**src/rtl/ldfs_pkg.sv**
```systemverilog
package ldfs_pkg;

    localparam int DEFAULT_MAX_WIDTH  = 64;
    localparam int DEFAULT_MAX_HEIGHT = 64;

    localparam int COORD_W = 12;
    localparam int COLOR_W = 32;
    localparam int DIM_W   = 7;
    localparam int DELTA_W = 13;
    localparam int ERR_W   = 14;

    localparam logic [DIM_W-1:0]   DIM_RESET  = 7'd64;
    localparam logic [COLOR_W-1:0] BLANK_PIXEL = 32'h0000_0000;

    localparam int QUEUE_DEPTH = 2;
    localparam int QUEUE_PTR_W = $clog2(QUEUE_DEPTH);
    localparam int QUEUE_CNT_W = $clog2(QUEUE_DEPTH + 1);

    localparam logic [1:0] FUNC_WRITE = 2'd0;
    localparam logic [1:0] FUNC_READ  = 2'd1;
    localparam logic [1:0] FUNC_LINE  = 2'd2;

    localparam logic CFG_WIDTH  = 1'b0;
    localparam logic CFG_HEIGHT = 1'b1;

    typedef enum logic [1:0] {
        OP_WRITE,
        OP_READ,
        OP_LINE,
        OP_NONE
    } ldfs_op_t;

    typedef enum logic [1:0] {
        ST_CLEAR,
        ST_IDLE,
        ST_READ,
        ST_WALK
    } ldfs_state_t;

    typedef struct packed {
        ldfs_op_t                   op;
        logic signed [COORD_W-1:0]  x0;
        logic signed [COORD_W-1:0]  y0;
        logic signed [COORD_W-1:0]  x1;
        logic signed [COORD_W-1:0]  y1;
        logic [COLOR_W-1:0]         color;
        logic [DELTA_W-1:0]         dx;
        logic [DELTA_W-1:0]         dy;
        logic                       step_x_neg;
        logic                       step_y_neg;
        logic signed [ERR_W-1:0]    err0;
    } ldfs_cmd_t;

    typedef struct packed {
        logic clearing;
    } ldfs_status_t;

    // point inside the active area
    function automatic logic in_area(
        logic signed [COORD_W-1:0] x,
        logic signed [COORD_W-1:0] y,
        logic [DIM_W-1:0]          aw,
        logic [DIM_W-1:0]          ah
    );
        logic ok_x;
        logic ok_y;
        ok_x = !x[COORD_W-1] && (x[COORD_W-2:0] < {4'b0000, aw});
        ok_y = !y[COORD_W-1] && (y[COORD_W-2:0] < {4'b0000, ah});
        return ok_x && ok_y;
    endfunction

endpackage

```
**src/rtl/ldfs_queue.sv**
```systemverilog
module ldfs_queue
    import ldfs_pkg::*;
(
    input  logic      clk,
    input  logic      rst_n,
    input  logic      push,
    input  ldfs_cmd_t push_cmd,
    output logic      full,
    input  logic      pop,
    output ldfs_cmd_t pop_cmd,
    output logic      empty
);

    ldfs_cmd_t                entry_reg [QUEUE_DEPTH];
    logic [QUEUE_PTR_W-1:0]   wr_ptr_reg;
    logic [QUEUE_PTR_W-1:0]   rd_ptr_reg;
    logic [QUEUE_CNT_W-1:0]   cnt_reg;
    logic [QUEUE_PTR_W-1:0]   wr_ptr_next;
    logic [QUEUE_PTR_W-1:0]   rd_ptr_next;
    logic [QUEUE_CNT_W-1:0]   cnt_next;

    assign full    = (cnt_reg == QUEUE_CNT_W'(QUEUE_DEPTH));
    assign empty   = (cnt_reg == '0);
    assign pop_cmd = entry_reg[rd_ptr_reg];

    always_comb
    begin
        wr_ptr_next = wr_ptr_reg;
        rd_ptr_next = rd_ptr_reg;
        cnt_next    = cnt_reg;
        if (push)
        begin
            wr_ptr_next = (wr_ptr_reg == QUEUE_PTR_W'(QUEUE_DEPTH - 1))
                          ? '0 : wr_ptr_reg + 1'b1;
        end
        if (pop)
        begin
            rd_ptr_next = (rd_ptr_reg == QUEUE_PTR_W'(QUEUE_DEPTH - 1))
                          ? '0 : rd_ptr_reg + 1'b1;
        end
        if (push && !pop)
        begin
            cnt_next = cnt_reg + 1'b1;
        end
        else if (pop && !push)
        begin
            cnt_next = cnt_reg - 1'b1;
        end
    end

    always_ff @(posedge clk or negedge rst_n)
    begin
        if (!rst_n)
        begin
            wr_ptr_reg <= '0;
            rd_ptr_reg <= '0;
            cnt_reg    <= '0;
        end
        else
        begin
            wr_ptr_reg <= wr_ptr_next;
            rd_ptr_reg <= rd_ptr_next;
            cnt_reg    <= cnt_next;
        end
    end

    always_ff @(posedge clk)
    begin
        if (push)
        begin
            entry_reg[wr_ptr_reg] <= push_cmd;
        end
    end

endmodule

```
**config.mk**
```make
export PLATFORM = sky130hd
export DESIGN_NAME = ldfs_queue
export DESIGN_NICKNAME = d
export VERILOG_FILES = /design/src/rtl/ldfs_pkg.sv /design/src/rtl/ldfs_queue.sv
export SDC_FILE = /design/constraint.sdc
export NUM_CORES = 1
export LEC_CHECK = 0
export BUFFER_PORTS_ARGS = -buffer_cell sky130_fd_sc_hd__clkbuf_2
export CELL_PAD_IN_SITES_DETAIL_PLACEMENT = 1
export CELL_PAD_IN_SITES_GLOBAL_PLACEMENT = 1
export CORE_ASPECT_RATIO = 1.2
export CORE_MARGIN = 2
export CORE_UTILIZATION = 40
export CTS_CLUSTER_DIAMETER = 50
export CTS_CLUSTER_SIZE = 8
export DETAILED_ROUTE_END_ITERATION = 8
export PLACE_DENSITY_LB_ADDON = 0.1
export SLEW_MARGIN = 20
export SYNTH_ARGS = -nofsm -noshare
export SYNTH_HDL_FRONTEND = slang
export SYNTH_SLANG_ARGS = --single-unit
```
**constraint.sdc**
```tcl
create_clock -name clk -period 7 [get_ports clk]
set_input_delay 1.4 -clock clk [delete_from_list [all_inputs] [get_ports clk]]
set_output_delay 1.4 -clock clk [all_outputs]
set_load 0.01 [all_outputs]
```
==> flow_metrics.py <==
metrics = {
    "run_status": {
        "outcome": "finished, final reports clean",
    },
    "logic_synthesis": {
        "synthCells": 402,
        "ys_top_cells_by_count": "edfxtp_1, mux2_2, mux2_4",
        "yosysWarnings": 0,
        "synthesis.area_sq_mm": 0.00933,
        "yosysSeqAreaShare_pct": 80.9,
        "synthFlopType": "edfxtp_1",
        "ys_async_sr_fraction_pct": 1.59,
        "ys_seq_elements": 252,
        "synth_fp_nets": 531,
        "yosysMostFrequentCell": "edfxtp_1",
        "synth_edf_count": 248,
        "synth.distinct_cells": 13,
        "synthTopCellsByArea": "edfxtp_1, mux2_2, mux2_4",
        "synth.avg_cell_area_sq_um": 23.2,
        "synth_top_area_share_pct": 79.8,
        "yosysTopAreaCell": "edfxtp_1",
    },
    "placement": {
        "dp.final_hpwl_microns": 12200,
        "finalWeightedCongestion": 0.718,
        "io_buffer_count": 253,
    },
    "clocking": {
        "cts_resized": 0,
        "clockBufferDepth": 3,
        "htreeDepth": 2,
        "cts_tree": "yes",
        "postCtsSetupRepairBufs": 0,
        "clock_latency_ns": 0.49,
        "ctsHoldBuffers": 0,
        "clock_sinks": 252,
        "cts-root-buf": "clkbuf_16",
        "clk_pin_slew_ns": 0.05,
        "numCtsBuffers": 37,
    },
    "sta": {
        "slew_viol_final": 0,
        "hold_viol": 0,
        "finalClockSkew_ns": 0.00914,
        "tightest_slew_ns": 1.01,
        "rsz0062_at_grt": "false",
        "relSlewSlack_pct": 32.6,
        "setup_tns_ns": 0,
        "max_freq_ghz": 0.256,
        "finalSetupViolations": 0,
        "finalCritPeriodShare_pct": 55.8,
        "fin_crit_ns": 3.91,
    },
    "worst_setup_path": {
        "worstSetupPathType": "reg -> out",
        "crit_fanout": 57,
        "cp_cell_sequence": "buf_4, mux2_2, clkbuf_2",
        "worstPathArrival_ns": 2.51,
        "crit_path_top_delay_cell": "buf_4",
        "cp-end-kind": "primary output",
        "cp_top_family": "buffers and inverters",
        "path_buf_inv": 2,
        "cp.required_ns": 5.60,
        "critPathMaxStageDelay_ns": 0.76,
        "cp_num_cells": 3,
        "start_kind": "flop",
        "r2r_cells": 2,
    },
    "global_routing": {
        "antenna_found_initial": 1,
        "grt_max_degree": 68,
        "grtUsageTotal_pct": 15.0,
        "grt_pass1_wl_microns": 27900,
        "first_global_vias": 5105,
        "grt_overflow_total": 0,
    },
    "detailed_routing": {
        "routed_wl_microns": 18800,
        "drtPass1Iterations": 4,
        "dr.first_iter.drc_count": 192,
        "viasPerCell": 4.68,
        "drcViolationCount": 0,
        "ant_nets": 0,
        "via_count": 4717,
        "wl_per_cell_microns": 18.7,
    },
    "floorplan": {
        "initial_core_util_pct": 40.5,
        "dieWidth_microns": 143,
        "rows": 61,
        "ios": 254,
        "dieArea_sq_mm": 0.0246,
        "dieHeight_microns": 171,
        "core_area_sq_mm": 0.0230,
    },
    "layout": {
        "nets": 814,
        "regArea_sq_mm": 0.00755,
        "drive_gt1_share_pct": 61.2,
        "multi_input_comb_area_sq_mm": 0.00168,
        "largest_reg_flops": 248,
        "synthToLayoutAreaGrowth_pct": 27.7,
        "fillers": 2198,
    },
    "power_and_ir_drop": {
        "powerDensity_mw_per_mm2": 421,
        "power_uw": 5010,
        "max-vdd-ir-drop_uv": 529,
        "p_leak_uw": 0.00468,
    },
    "run": {
        "cap_violations": 0,
    },
    "worst_hold_path": {
        "hold_class": "reg -> reg",
        "min_delay_path_depth": 1,
    },
}
-- placed cells by master, fill, tap and decap left out, drive strengths merged, types with 2 or more instances in the layout --
master,synthesis,final
xor2,4,4
nor2,2,2
buf,14,5
nor2b,2,2
dfrtp,4,4
edfxtp,248,248
mux2,124,124
clkbuf,0,297
-- per-layer routing --
metal / vias to the layer above / global-route usage (%) / part of all wire (%)
met5: - / 0 / 0
met4: 0 / 6.56 / 3.6
met3: 53 / 5.54 / 8.4
met2: 189 / 24.9 / 50
met1: 2312 / 17.4 / 38
li1: 2163 / - / -
-- cell type report --
cell class              count  area share [%]
flip-flops and latches    252            63.4
multi-input cells         135            14.1
repair buffers            258            10.9
clock buffers              44            7.99
well taps                 315            3.31
clock inverters             1           0.252
inverters                   1          0.0315
diodes                      1          0.0210
-- report_power, final --
| group | switching [uW] | leakage (uW) | internal, uW | total, uW |
|---|---|---|---|---|
| clock | 563 | 0.000478 | 973 | 1540 |
| combinational | 720 | 0.00183 | 648 | 1370 |
| sequential | 97.3 | 0.00237 | 2010 | 2110 |
| total | 1380 | 0.00468 | 3630 | 5010 |
-- worst reg2reg max path, delay by kind of cell (launching register included) --
family,cells,cell delay (ns)
AND/OR/NAND/NOR,1,0.75
buffers and inverters,1,0.87
flip-flops,1,0.44
-- stage by stage --
step	instance area [sq um]	instances	util [%]	setup slack (ns)	hold WS [ns]
final	11900	1007	51.7	3.09	0.499
after global routing	11900	1007	51.7	2.93	0.541
after detailed placement	10900	961	47.4	3.36	0.492
after floorplan	9330	402	-	1.93	0.456
after global placement	10900	961	47.4	3.46	0.474
after CTS	11900	1006	51.7	3.02	0.507
-- worst paths after layout --
check | end | slack, ns | from
worst max-delay path | pop_cmd[14] | 3.09 | rd_ptr_reg
worst min-delay path | cnt_reg[1] | 0.50 | cnt_reg[1]
min in group asynchronous | wr_ptr_reg | 0.71 | rst_n
worst max register to register | entry_reg[1][100] | 4.51 | wr_ptr_reg
worst min register to register | cnt_reg[1] | 0.50 | cnt_reg[1]
max in group asynchronous | rd_ptr_reg | 6.14 | rst_n
-- cells by family after synthesis --
kind of cell	share of synthesized area (%)
and+or+nand+nor	0.282
buffers and inverters	1.26
xor gates and xnor gates	0.469
adders and majority gates	0.134
DFF	80.9
muxes	17.0
Power figures use the tool's default switching activity.
